--- config.mk ---
export PLATFORM = sky130hd
export DESIGN_NAME = rgb565_to_hsv_converter_core
export DESIGN_NICKNAME = d
export VERILOG_FILES = /design/src/r2h_pkg.sv /design/src/r2h_front.sv /design/src/r2h_div.sv /design/src/r2h_back.sv /design/src/rgb565_to_hsv_converter_core.sv
export SDC_FILE = /design/constraint.sdc
export NUM_CORES = 1
export LEC_CHECK = 0
export BUFFER_PORTS_ARGS = -buffer_cell sky130_fd_sc_hd__buf_2
export CAP_MARGIN = 20
export CELL_PAD_IN_SITES_DETAIL_PLACEMENT = 1
export CELL_PAD_IN_SITES_GLOBAL_PLACEMENT = 1
export CORE_ASPECT_RATIO = 0.6
export CORE_UTILIZATION = 35
export DETAILED_ROUTE_END_ITERATION = 8
export PLACE_DENSITY = 0.56
export SETUP_SLACK_MARGIN = 0.2
export SYNTH_ARGS = -nofsm -noshare
export SYNTH_HDL_FRONTEND = slang
export SYNTH_SLANG_ARGS = --single-unit
--- constraint.sdc ---
create_clock -name clk -period 15.4 [get_ports clk]
set_input_delay 0.77 -clock clk [delete_from_list [all_inputs] [get_ports clk]]
set_output_delay 0.77 -clock clk [all_outputs]
set_load 0.1 [all_outputs]
--- src/r2h_pkg.sv ---
// Types, constants and lookup tables shared by the RGB565 to HSV converter.
package r2h_pkg;

    localparam int unsigned Red5Max    = 31;
    localparam int unsigned Grn6Max    = 63;
    localparam int unsigned ChanMax    = 255;
    localparam int unsigned LevelScale = 100;
    localparam int unsigned HueStep    = 60;

    localparam int unsigned ChanW  = 8;
    localparam int unsigned NumW   = 16;
    localparam int unsigned QuoW   = 8;
    localparam int unsigned HueW   = 9;
    localparam int unsigned SatW   = 8;
    localparam int unsigned LevelW = 7;

    localparam int unsigned DivBitsPerStage = 2;
    localparam int unsigned DivStages       = QuoW / DivBitsPerStage;

    localparam logic [HueW-1:0] HueWrap  = 9'd360;
    localparam logic [HueW-1:0] HueGreen = 9'd120;
    localparam logic [HueW-1:0] HueBlue  = 9'd240;

    typedef enum logic [1:0] {
        SECTOR_RED,
        SECTOR_GREEN,
        SECTOR_BLUE
    } sector_t;

    typedef logic [ChanW-1:0]  widen5_tab_t [32];
    typedef logic [ChanW-1:0]  widen6_tab_t [64];
    typedef logic [LevelW-1:0] level_tab_t [256];

    typedef struct packed {
        sector_t           sector;
        logic              neg;
        logic              black;
        logic              grey;
        logic [LevelW-1:0] level;
    } side_t;

    typedef struct packed {
        logic [NumW-1:0]  sat_num;
        logic [ChanW-1:0] sat_den;
        logic [NumW-1:0]  hue_num;
        logic [ChanW-1:0] hue_den;
        side_t            side;
    } front_t;

    function automatic widen5_tab_t build_widen5();
        widen5_tab_t tab;
        for (int i = 0; i < 32; i++) begin
            tab[i] = ChanW'((i * ChanMax) / Red5Max);
        end
        return tab;
    endfunction

    function automatic widen6_tab_t build_widen6();
        widen6_tab_t tab;
        for (int i = 0; i < 64; i++) begin
            tab[i] = ChanW'((i * ChanMax) / Grn6Max);
        end
        return tab;
    endfunction

    function automatic level_tab_t build_level();
        level_tab_t tab;
        for (int i = 0; i < 256; i++) begin
            tab[i] = LevelW'((i * LevelScale) / ChanMax);
        end
        return tab;
    endfunction

    localparam widen5_tab_t Widen5Tab = build_widen5();
    localparam widen6_tab_t Widen6Tab = build_widen6();
    localparam level_tab_t  LevelTab  = build_level();

endpackage

--- src/r2h_front.sv ---
// Front stages: widen channels, find max/min and sector, form divider operands.
module r2h_front (
    input  logic            clk,
    input  logic            rst_n,
    input  logic            en,
    input  logic            in_valid,
    input  logic [15:0]     pixel,
    output logic            out_valid,
    output r2h_pkg::front_t out_data
);

    logic                      v1_reg, v2_reg, v3_reg;
    logic [r2h_pkg::ChanW-1:0] r_reg, g_reg, b_reg;
    logic [r2h_pkg::ChanW-1:0] r_next, g_next, b_next;

    logic [r2h_pkg::ChanW-1:0] mx_reg, d_reg, mag_reg;
    logic [r2h_pkg::ChanW-1:0] mx_next, mn_next, d_next, mag_next;
    r2h_pkg::sector_t          sector_reg, sector_next;
    logic                      neg_reg, neg_next;
    logic [r2h_pkg::ChanW:0]   diff;

    r2h_pkg::front_t           front_reg, front_next;

    always_comb
    begin
        r_next = r2h_pkg::Widen5Tab[pixel[15:11]];
        g_next = r2h_pkg::Widen6Tab[pixel[10:5]];
        b_next = r2h_pkg::Widen5Tab[pixel[4:0]];
    end

    always_comb
    begin
        mx_next = r_reg;
        if (g_reg > mx_next)
        begin
            mx_next = g_reg;
        end
        if (b_reg > mx_next)
        begin
            mx_next = b_reg;
        end
        mn_next = r_reg;
        if (g_reg < mn_next)
        begin
            mn_next = g_reg;
        end
        if (b_reg < mn_next)
        begin
            mn_next = b_reg;
        end
        d_next = mx_next - mn_next;

        if (r_reg >= g_reg && r_reg >= b_reg)
        begin
            sector_next = r2h_pkg::SECTOR_RED;
            diff        = {1'b0, g_reg} - {1'b0, b_reg};
        end
        else if (g_reg >= b_reg)
        begin
            sector_next = r2h_pkg::SECTOR_GREEN;
            diff        = {1'b0, b_reg} - {1'b0, r_reg};
        end
        else
        begin
            sector_next = r2h_pkg::SECTOR_BLUE;
            diff        = {1'b0, r_reg} - {1'b0, g_reg};
        end
        neg_next = diff[r2h_pkg::ChanW];
        mag_next = neg_next ? r2h_pkg::ChanW'(-diff) : diff[r2h_pkg::ChanW-1:0];
    end

    always_comb
    begin
        front_next.sat_num    = r2h_pkg::NumW'({8'd0, d_reg} * 16'(r2h_pkg::ChanMax));
        front_next.sat_den    = mx_reg;
        front_next.hue_num    = r2h_pkg::NumW'({8'd0, mag_reg} * 16'(r2h_pkg::HueStep));
        front_next.hue_den    = d_reg;
        front_next.side.sector = sector_reg;
        front_next.side.neg    = neg_reg;
        front_next.side.black  = (mx_reg == '0);
        front_next.side.grey   = (d_reg == '0);
        front_next.side.level  = r2h_pkg::LevelTab[mx_reg];
    end

    always_ff @(posedge clk or negedge rst_n)
    begin
        if (!rst_n)
        begin
            v1_reg <= 1'b0;
            v2_reg <= 1'b0;
            v3_reg <= 1'b0;
        end
        else if (en)
        begin
            v1_reg <= in_valid;
            v2_reg <= v1_reg;
            v3_reg <= v2_reg;
        end
    end

    always_ff @(posedge clk)
    begin
        if (en)
        begin
            r_reg      <= r_next;
            g_reg      <= g_next;
            b_reg      <= b_next;
            mx_reg     <= mx_next;
            d_reg      <= d_next;
            mag_reg    <= mag_next;
            sector_reg <= sector_next;
            neg_reg    <= neg_next;
            front_reg  <= front_next;
        end
    end

    assign out_valid = v3_reg;
    assign out_data  = front_reg;

endmodule

--- src/r2h_div.sv ---
// Pipelined restoring divider: 16-bit numerator, 8-bit divisor, 8-bit quotient.
module r2h_div (
    input  logic                      clk,
    input  logic                      en,
    input  logic [r2h_pkg::NumW-1:0]  num,
    input  logic [r2h_pkg::ChanW-1:0] den,
    output logic [r2h_pkg::QuoW-1:0]  quo
);

    localparam int unsigned DenW = r2h_pkg::ChanW;
    localparam int unsigned LowW = r2h_pkg::NumW - DenW;
    localparam int unsigned QuoW = r2h_pkg::QuoW;
    localparam int unsigned Nst  = r2h_pkg::DivStages;

    logic [DenW-1:0] rem_in  [Nst];
    logic [LowW-1:0] low_in  [Nst];
    logic [QuoW-1:0] quo_in  [Nst];
    logic [DenW-1:0] den_in  [Nst];

    logic [DenW-1:0] rem_reg [Nst];
    logic [LowW-1:0] low_reg [Nst];
    logic [QuoW-1:0] quo_reg [Nst];
    logic [DenW-1:0] den_reg [Nst];

    logic [DenW-1:0] rem_next [Nst];
    logic [LowW-1:0] low_next [Nst];
    logic [QuoW-1:0] quo_next [Nst];

    for (genvar s = 0; s < Nst; s++)
    begin : g_stage_in
        if (s == 0)
        begin : g_head
            assign rem_in[s] = num[r2h_pkg::NumW-1:LowW];
            assign low_in[s] = num[LowW-1:0];
            assign quo_in[s] = '0;
            assign den_in[s] = den;
        end
        else
        begin : g_body
            assign rem_in[s] = rem_reg[s-1];
            assign low_in[s] = low_reg[s-1];
            assign quo_in[s] = quo_reg[s-1];
            assign den_in[s] = den_reg[s-1];
        end
    end

    always_comb
    begin
        logic [DenW:0]   trial;
        logic [DenW-1:0] rem;
        logic [LowW-1:0] low;
        logic [QuoW-1:0] q;
        for (int s = 0; s < Nst; s++)
        begin
            rem = rem_in[s];
            low = low_in[s];
            q   = quo_in[s];
            for (int k = 0; k < r2h_pkg::DivBitsPerStage; k++)
            begin
                trial = {rem, low[LowW-1]};
                low   = {low[LowW-2:0], 1'b0};
                if (trial >= {1'b0, den_in[s]})
                begin
                    rem = DenW'(trial - {1'b0, den_in[s]});
                    q   = {q[QuoW-2:0], 1'b1};
                end
                else
                begin
                    rem = trial[DenW-1:0];
                    q   = {q[QuoW-2:0], 1'b0};
                end
            end
            rem_next[s] = rem;
            low_next[s] = low;
            quo_next[s] = q;
        end
    end

    always_ff @(posedge clk)
    begin
        if (en)
        begin
            for (int s = 0; s < Nst; s++)
            begin
                rem_reg[s] <= rem_next[s];
                low_reg[s] <= low_next[s];
                quo_reg[s] <= quo_next[s];
                den_reg[s] <= den_in[s];
            end
        end
    end

    assign quo = quo_reg[Nst-1];

endmodule

--- src/r2h_back.sv ---
// Output stage: apply sector offset and sign to the hue, clear special cases.
module r2h_back (
    input  logic                        clk,
    input  logic                        rst_n,
    input  logic                        en,
    input  logic                        in_valid,
    input  r2h_pkg::side_t              side,
    input  logic [r2h_pkg::QuoW-1:0]    q_hue,
    input  logic [r2h_pkg::QuoW-1:0]    q_sat,
    output logic                        out_valid,
    output logic [r2h_pkg::HueW-1:0]    hue,
    output logic [r2h_pkg::SatW-1:0]    saturation,
    output logic [r2h_pkg::LevelW-1:0]  level
);

    logic                         valid_reg;
    logic [r2h_pkg::HueW-1:0]     hue_reg, hue_next;
    logic [r2h_pkg::SatW-1:0]     sat_reg, sat_next;
    logic [r2h_pkg::LevelW-1:0]   level_reg;
    logic [r2h_pkg::HueW-1:0]     qh;

    always_comb
    begin
        qh = r2h_pkg::HueW'(q_hue);
        unique case (side.sector)
            r2h_pkg::SECTOR_RED:
            begin
                hue_next = (side.neg && qh != '0) ? r2h_pkg::HueWrap - qh : qh;
            end
            r2h_pkg::SECTOR_GREEN:
            begin
                hue_next = side.neg ? r2h_pkg::HueGreen - qh : r2h_pkg::HueGreen + qh;
            end
            r2h_pkg::SECTOR_BLUE:
            begin
                hue_next = side.neg ? r2h_pkg::HueBlue - qh : r2h_pkg::HueBlue + qh;
            end
            default:
            begin
                hue_next = '0;
            end
        endcase
        if (side.grey)
        begin
            hue_next = '0;
        end
        sat_next = side.black ? '0 : r2h_pkg::SatW'(q_sat);
    end

    always_ff @(posedge clk or negedge rst_n)
    begin
        if (!rst_n)
        begin
            valid_reg <= 1'b0;
        end
        else if (en)
        begin
            valid_reg <= in_valid;
        end
    end

    always_ff @(posedge clk)
    begin
        if (en)
        begin
            hue_reg   <= hue_next;
            sat_reg   <= sat_next;
            level_reg <= side.level;
        end
    end

    assign out_valid  = valid_reg;
    assign hue        = hue_reg;
    assign saturation = sat_reg;
    assign level      = level_reg;

endmodule

--- src/rgb565_to_hsv_converter_core.sv ---
// Top level of the RGB565 to integer HSV converter pipeline.
//
//   channel | handshake                | payload
//   --------+--------------------------+-------------------------------
//   in      | pixel_valid, pixel_ready | pixel[15:0]
//   out     | hsv_valid, hsv_ready     | hue[8:0], saturation, level
//
// One pixel enters per cycle while the stages advance; from acceptance to
// hsv_valid: 3 front stages, 4 divider stages of 2 quotient bits, 1 output.
// All stages advance together whenever the output register is empty or taken,
// so pixel_ready follows hsv_ready with no bubble and a stall loses nothing.
// Reset clears only the valid bits; the pipeline is empty after reset.
module rgb565_to_hsv_converter_core (
    input  logic                        clk,
    input  logic                        rst_n,
    input  logic                        pixel_valid,
    output logic                        pixel_ready,
    input  logic [15:0]                 pixel,
    output logic                        hsv_valid,
    input  logic                        hsv_ready,
    output logic [r2h_pkg::HueW-1:0]    hue,
    output logic [r2h_pkg::SatW-1:0]    saturation,
    output logic [r2h_pkg::LevelW-1:0]  level
);

    localparam int unsigned Nst = r2h_pkg::DivStages;

    logic                        advance;
    logic                        front_valid;
    r2h_pkg::front_t             front_data;
    logic [r2h_pkg::QuoW-1:0]    q_sat, q_hue;
    logic                        div_valid_reg [Nst];
    r2h_pkg::side_t              side_reg      [Nst];

    assign advance     = !hsv_valid || hsv_ready;
    assign pixel_ready = advance;

    r2h_front u_front (
        .clk       (clk),
        .rst_n     (rst_n),
        .en        (advance),
        .in_valid  (pixel_valid),
        .pixel     (pixel),
        .out_valid (front_valid),
        .out_data  (front_data)
    );

    r2h_div u_div_sat (
        .clk (clk),
        .en  (advance),
        .num (front_data.sat_num),
        .den (front_data.sat_den),
        .quo (q_sat)
    );

    r2h_div u_div_hue (
        .clk (clk),
        .en  (advance),
        .num (front_data.hue_num),
        .den (front_data.hue_den),
        .quo (q_hue)
    );

    always_ff @(posedge clk or negedge rst_n)
    begin
        if (!rst_n)
        begin
            for (int s = 0; s < Nst; s++)
            begin
                div_valid_reg[s] <= 1'b0;
            end
        end
        else if (advance)
        begin
            div_valid_reg[0] <= front_valid;
            for (int s = 1; s < Nst; s++)
            begin
                div_valid_reg[s] <= div_valid_reg[s-1];
            end
        end
    end

    always_ff @(posedge clk)
    begin
        if (advance)
        begin
            side_reg[0] <= front_data.side;
            for (int s = 1; s < Nst; s++)
            begin
                side_reg[s] <= side_reg[s-1];
            end
        end
    end

    r2h_back u_back (
        .clk        (clk),
        .rst_n      (rst_n),
        .en         (advance),
        .in_valid   (div_valid_reg[Nst-1]),
        .side       (side_reg[Nst-1]),
        .q_hue      (q_hue),
        .q_sat      (q_sat),
        .out_valid  (hsv_valid),
        .hue        (hue),
        .saturation (saturation),
        .level      (level)
    );

endmodule

# [Word level (Yosys, flattened, before mapping)]
# Memories as Yosys holds them, arrays and structs flattened. A register that Yosys moved wholly into a read port is not among the register bits.
# Index checks and enable logic that the tools add are counted.
[totals] mem_count=13 ram_bits=288 output_inout_bits=26 register_bits=100 mem_bits_ro=2816
[classes] n_lt_le_gt_ge=23 n_bitwise=4 n_reduce_logical=8 n_mux=46 multipliers=2 add_sub_neg=26 n_eq_ne=2
[memory_table] memory="(no name shown)" words=256 word_bits=7 read_ports=1 rd_clocked_by_memory_dff=1 write_ports=0 line_no="r2h_front.sv:82" source="front_next.side.level = r2h_pkg::LevelTab[mx_reg];"
[memory_table] memory="(no name shown)" words=64 word_bits=8 read_ports=1 rd_clocked_by_memory_dff=1 write_ports=0 line_no="r2h_front.sv:27" source="g_next = r2h_pkg::Widen6Tab[pixel[10:5]];"
[memory_table] memory="(no name shown)" words=32 word_bits=8 read_ports=1 rd_clocked_by_memory_dff=1 write_ports=0 line_no="r2h_front.sv:26" source="r_next = r2h_pkg::Widen5Tab[pixel[15:11]];"
[memory_table] memory="(no name shown)" words=32 word_bits=8 read_ports=1 rd_clocked_by_memory_dff=1 write_ports=0 line_no="r2h_front.sv:28" source="b_next = r2h_pkg::Widen5Tab[pixel[4:0]];"
[memory_table] memory="side_reg" words=4 word_bits=12 read_ports=4 rd_clocked_by_memory_dff=0 write_ports=4 line_no="rgb565_to_hsv_converter_core.sv:33" source="r2h_pkg::side_t side_reg [Nst];"
[memory_table] memory="u_div_hue.den_reg" words=4 word_bits=8 read_ports=3 rd_clocked_by_memory_dff=0 write_ports=4 line_no="r2h_div.sv:23" source="logic [DenW-1:0] den_reg [Nst];"
[memory_table] memory="+7 memories"
[ops] cell="$mux 8" n=21
[ops] cell="$ge 9x8->1" n=15
[ops] cell="$sub 8x8->8" n=16
[ops] cell="$mux 9" n=5
[ops] cell="$pmux 9 s3" n=1
[ops] cell="$sub 8x8->9" n=3
[ops] cell="$ge 8x8->1" n=3
[ops] cell="$mux 1" n=18
[ops] cell="$gt 8x8->1" n=2
[ops] cell="$logic_not 8->1" n=2
[ops] cell="$lt 8x8->1" n=2
[ops] cell="$mul 8x8->16 const B" n=1
[ops] cell="$mul 8x4->12 const B" n=1
[ops] cell="$not 5->6" n=2
[ops] cell="$add 7x8->9 const A" n=1
[ops] cell="$add 8x8->9 const A" n=1
[ops] cell="$not 8->9" n=1
[ops] cell="$sub 7x8->9 const A" n=1
[ops] cell="$sub 8x8->9 const A" n=1
[ops] cell="$sub 9x8->9 const A" n=1
[ops] cell="$ge 7x8->1" n=1
[ops] cell="$neg 8->8" n=1
[ops] cell="$reduce_bool 8->1" n=1
[ops] cell="$sub 7x8->8" n=1
[ops] cell="8 further kinds" n=9

# [Logic depth before layout (Yosys ltp)]
[logic_depth] depth_word=5 depth_mapped=28

# [By module]
# A second synthesis with hierarchy kept.
[unflattened] cells_unflattened=2248 hier_area_um2=24472.2
[modules_own_cells] module="r2h_front" seq_area_each_um2=3258.1 area_each_um2=9535.4 instances=1 cells_per_inst=976
[modules_own_cells] module="r2h_div at u_div_hue" seq_area_each_um2=2402.3 area_each_um2=5845.6 instances=1 cells_per_inst=528
[modules_own_cells] module="r2h_div at u_div_sat" seq_area_each_um2=2402.3 area_each_um2=5835.6 instances=1 cells_per_inst=531
[modules_own_cells] module="r2h_back" seq_area_each_um2=745.7 area_each_um2=1651.6 instances=1 cells_per_inst=155
[modules_own_cells] module="rgb565_to_hsv_converter_core" seq_area_each_um2=1541.5 area_each_um2=1604.0 instances=1 cells_per_inst=58

# [Least setup slack after synthesis]
# Ideal clock, no wire load.
[synth_timing] kind="reg2reg" from="register u_back.valid_reg (netlist: u_back.out_valid)" to="register div_valid_reg[0] (netlist bit)" n_path_buf=1 slack_ps=3081 setup_time_ps=120 path_stages_with_launch=4 required_ps=15280 arrival_ps=12199 path_cell_list="dfrtp_1 -> nand2b_1 -> clkbuf_1 -> mux2_2"
[synth_between] elab_chain_len=2
[synth_rtl] item="start: declaration" line_no="r2h_back.sv:16" source="logic valid_reg;"
[synth_rtl] item="start signal: assignment" line_no="r2h_back.sv:58" source="valid_reg <= in_valid;"
[synth_rtl] item="$logic_not 1->1" line_no="rgb565_to_hsv_converter_core.sv:35" source="assign advance = !hsv_valid || hsv_ready;"
[synth_rtl] item="$logic_or 1x1->1" line_no="rgb565_to_hsv_converter_core.sv:35"
[synth_rtl] item="via pixel_ready" line_no="rgb565_to_hsv_converter_core.sv:17" source="output logic pixel_ready,"
[synth_rtl] item="end signal: indexed assignment" line_no="rgb565_to_hsv_converter_core.sv:78" source="div_valid_reg[s] <= div_valid_reg[s-1];"
[synth_rtl] item="end: declaration" line_no="rgb565_to_hsv_converter_core.sv:32" source="logic div_valid_reg [Nst];"
# The timed path passes the listed nets, and every way through them passes these cells.
# A chain may end at the register's enable or synchronous reset.

# [Worst setup path in the final report]
[layout_timing] from="register u_front.g_reg[1] (netlist bit)" to="register u_front.d_reg[7] (netlist bit) (data pin)"
[layout_between] elab_chain_len=5 word_cells_on_any_way=9 cone_classes="add/sub (1); order compare (4); mux (4)"
[layout_rtl] item="start: declaration" line_no="r2h_front.sv:13" source="logic [r2h_pkg::ChanW-1:0] r_reg, g_reg, b_reg;"
[layout_rtl] item="$gt 8x8->1 / $lt 8x8->1 (equally long branches)" line_no="r2h_front.sv:34, r2h_front.sv:43"
[layout_rtl] item="$mux 8, on equally long branches" line_no="r2h_front.sv:34, r2h_front.sv:43"
[layout_rtl] item="$gt 8x8->1 / $lt 8x8->1 (equally long branches)" line_no="r2h_front.sv:38, r2h_front.sv:47"
[layout_rtl] item="$mux 8, on equally long branches" line_no="r2h_front.sv:38, r2h_front.sv:47"
[layout_rtl] item="$sub 8x8->8 *" line_no="r2h_front.sv:51" source="d_next = mx_next - mn_next;"
[layout_rtl] item="via u_front.d_next, one bit" line_no="r2h_front.sv:17" source="logic [r2h_pkg::ChanW-1:0] mx_next, mn_next, d_next, mag_next;"
[layout_rtl] item="end signal: assignment" line_no="r2h_front.sv:109" source="d_reg <= d_next;"
[layout_rtl] item="end: declaration" line_no="r2h_front.sv:16" source="logic [r2h_pkg::ChanW-1:0] mx_reg, d_reg, mag_reg;"
# Mark *: on every way through the listed nets, which the timed path passes. The rest lies on a longest branch.

==> summary.txt <==
Logic synthesis
  – Mapped Cells: 2084
  – Yosys cell types: 80
  – Yosys synthesis warning count: 0
  – Synthesized area: 23300 um2
  – Ys async rst share: around 2.4%
  – Synth top area share: 42.5%
  – Top cells by area, synth: edfxtp_1, ha_1, fa_1
  – EDFF count, synth: roughly 330
  – Register bit count reported by yosys: around 340
  – Mean post-synth cell area: between 10 and 15 um2
  – Sequential element share of the synthesized area: around 43%
  – Main synth FF type: edfxtp_1
  – Top cell type by total area after synthesis: edfxtp_1
  – Syn_nets: between 2000 and 2500

STA
  – Worst-Margin Slew: between 800 and 900 ps
  – RSZ-0062 raised after global routing: false
  – Skew final: 19.9 ps
  – Fin crit share: 39.5%
  – Final setup TNS: 0 ps
  – Hold Vio Cnt, Final: 0
  – Max-slew violations: 0
  – Max-slew headroom: ~44%
  – Final setup viols: 0
  – Minimum clock period: slightly above 6000 ps
  – Fmax: 164 MHz

Drt
  – First-iteration detailed-routing DRC count: a little under 900
  – Post-route DRC: 0
  – WL/cell: approximately 18 um
  – Final wirelength: between 50 and 60 mm
  – Via count: about 15000
  – Detail Route Antenna Nets: 0
  – Routed vias/inst: around 5.0
  – Initial DRT Pass Iterations: 4

Clock tree
  – Clock Latency Late Sink: 580 ps
  – CTS max path bufs: 3
  – Number of clock buffers inserted by TritonCTS: 39
  – Post_cts resized: 0
  – Clock sink count: approximately 340
  – TritonCTS clock tree: done
  – H-tree levels: 2
  – Clock transition at path regs: ~70 ps
  – CTS root buf: clkbuf_16

Placement
  – GPL Wtd Cong: 0.842
  – IO Port Bufs: between 40 and 50
  – HPWL Detailed: about 43 mm

GRT
  – Largest net degree at the start of global routing: 150
  – Initial antenna violation count: 1
  – Vias in the first global route: about 16000
  – Global-route wire length before repair: between 80 and 90 mm
  – All-layer global routing usage: around 17%
  – Global route overflow: 0

Layout
  – Largest register FFs: 55
  – Ant diodes: 0
  – Layout cells sized above 1: 12.5%
  – NumNets Final: around 2500
  – Area growth syn-to-layout: 10.8%

Setup path
  – Crit start category: flip-flop
  – R2r endpoint: u_front.d_reg[7]
  – Reg2reg path depth: 26
  – CP Capture Type: flip-flop
  – Reg2reg setup slack: roughly 9300 ps
  – CP max FO: 16
  – Critical R2R Launch: u_front.g_reg[1]
  – WS Path Type: flip-flop to flip-flop
  – WP data required: 15710 ps
  – Data arrival time of the critical path: approximately 6400 ps

Floorplan
  – Row count: between 70 and 80
  – IO Count: 46
  – Die area: 67500 um2
  – Core ar.: between 60000 and 70000 um2
  – Die H: slightly above 200 um
  – Horiz. Die Dim: approximately 330 um
  – Initial Utilization: 35.7%

Worst hold path
  – HP Start: side_reg[0][2]
  – Hold Crit Depth: 0
  – Worst hold endpoint: side_reg[1][2]
  – HP Class: flip-flop to flip-flop

Outcome
  – Status: completed

Job
  – Max-cap violations: 0
[worst max-delay path, stage by stage (launching register included)]
cell	delay, ps
edfxtp_1	420
inv_1	120
ha_1	320
nor2b_1	260
o211ai_1	210
a211oi_2	470
o21bai_4	250
a21oi_1	270
ha_1	290
a21o_1	160
a21o_1	180
a21oi_1	250
nand3_1	120
mux2_4	320
and2_4	220
nand2_1	60
a21boi_0	320
inv_1	80
ha_1	270
nor2b_1	130
o21ai_0	150
nand2b_1	110
a21o_1	190
a21o_1	190
a21o_1	180
a21oi_1	160
xnor2_1	90
[per-stage QoR]
stage / instances / hold slack (ps) / setup WS [ps] / cell area (um2) / util (%)
finish: 3058 / 409 / 9310 / 25800 / 39.6
global route: 3058 / 389 / 8840 / 25800 / 39.6
detailed placement: 2987 / 405 / 9410 / 24500 / 37.7
global placement: 2987 / 400 / 9490 / 24500 / 37.7
CTS: 3058 / 377 / 9370 / 25800 / 39.6
floorplan: 2084 / 400 / 3080 / 23300 / -
[cell type report]
cell class / count / area [um2]
tap: 888 / 1110
fill: 7110 / 39300
timing repair buffer: 57 / 330
inverter: 248 / 931
sequential: 337 / 10100
multi-input combinational: 1458 / 12100
clock buffer: 50 / 1040
clock inverter: 20 / 194
[worst max-delay path by stage]
stage | slack (ps) | startpoint | cells after the start | to
final | 9310 | u_front.g_reg[1] | 26 | u_front.d_reg[7]
after global routing | 8840 | u_front.g_reg[1] | 24 | u_front.d_reg[7]
after CTS | 9370 | u_front.g_reg[1] | 24 | u_front.d_reg[7]
after detailed placement | 9410 | u_front.g_reg[1] | 24 | u_front.d_reg[7]
after global placement | 9490 | u_front.g_reg[1] | 25 | u_front.d_reg[7]
after floorplan | 3080 | u_back.out_valid | 3 | div_valid_reg[0]
[cell families after synthesis]
group	Yosys count	share of synthesized area [%]
AOI/OAI and AO/OA	445	12.7
and+or+nand+nor	445	9.30
DFF	337	43.4
adders and majority gates	304	18.3
buffers and inverters	289	4.77
muxes	146	7.11
xor gates and xnor gates	118	4.44
[placed cells by master, fill, tap and decap left out, types with 9 or more instances in the layout]
cell         n
a21boi_0    15
a21o_1      36
a21oi_1    130
a21oi_2      9
buf_2       45
buf_4       10
clkbuf_1     9
clkbuf_16   39
clkinv_2    11
edfxtp_1   329
fa_1        61
ha_1       243
inv_1      246
mux2_2      93
mux2i_1     45
nand2_1    100
nand2b_1    29
nand3_1     24
nand4_1     28
nor2_1     150
nor2b_1     49
nor3_1      18
o211ai_1    12
o21a_1      18
o21ai_0    111
o21ai_2     10
o21bai_1    15
xnor2_1     85
xor2_1      33
[routing by layer]
layer  GRT usage [%]  share of wire, %  wire length, um  up-vias
li1                -                 -                -     7582
met1            26.6                56            31100     7585
met2            23.2                40            22100      148
met3            2.53               3.2             1770       52
met4            3.49               1.3              748        0
met5               0                 0                0        -
[Yosys cell counts, types with 30 or more instances]
cell type  count
nor2_1       150
mux2i_1       45
xor2_1        33
edfxtp_1     329
inv_1        246
a21o_1        36
xnor2_1       85
mux2_2        93
a21oi_1      130
nand2_1      100
nor2b_1       49
nand2b_1      30
ha_1         243
o21ai_0      111
fa_1          61
[timing repair]
action	4_1_cts	5_1_grt
setup buffers	0	0
hold buffers	1	0
endpoints found under the hold margin	8	0
Power is left out: the tool's default activity adds up to more than one toggle a clock period on the data nets, which glitch-free logic cannot reach.
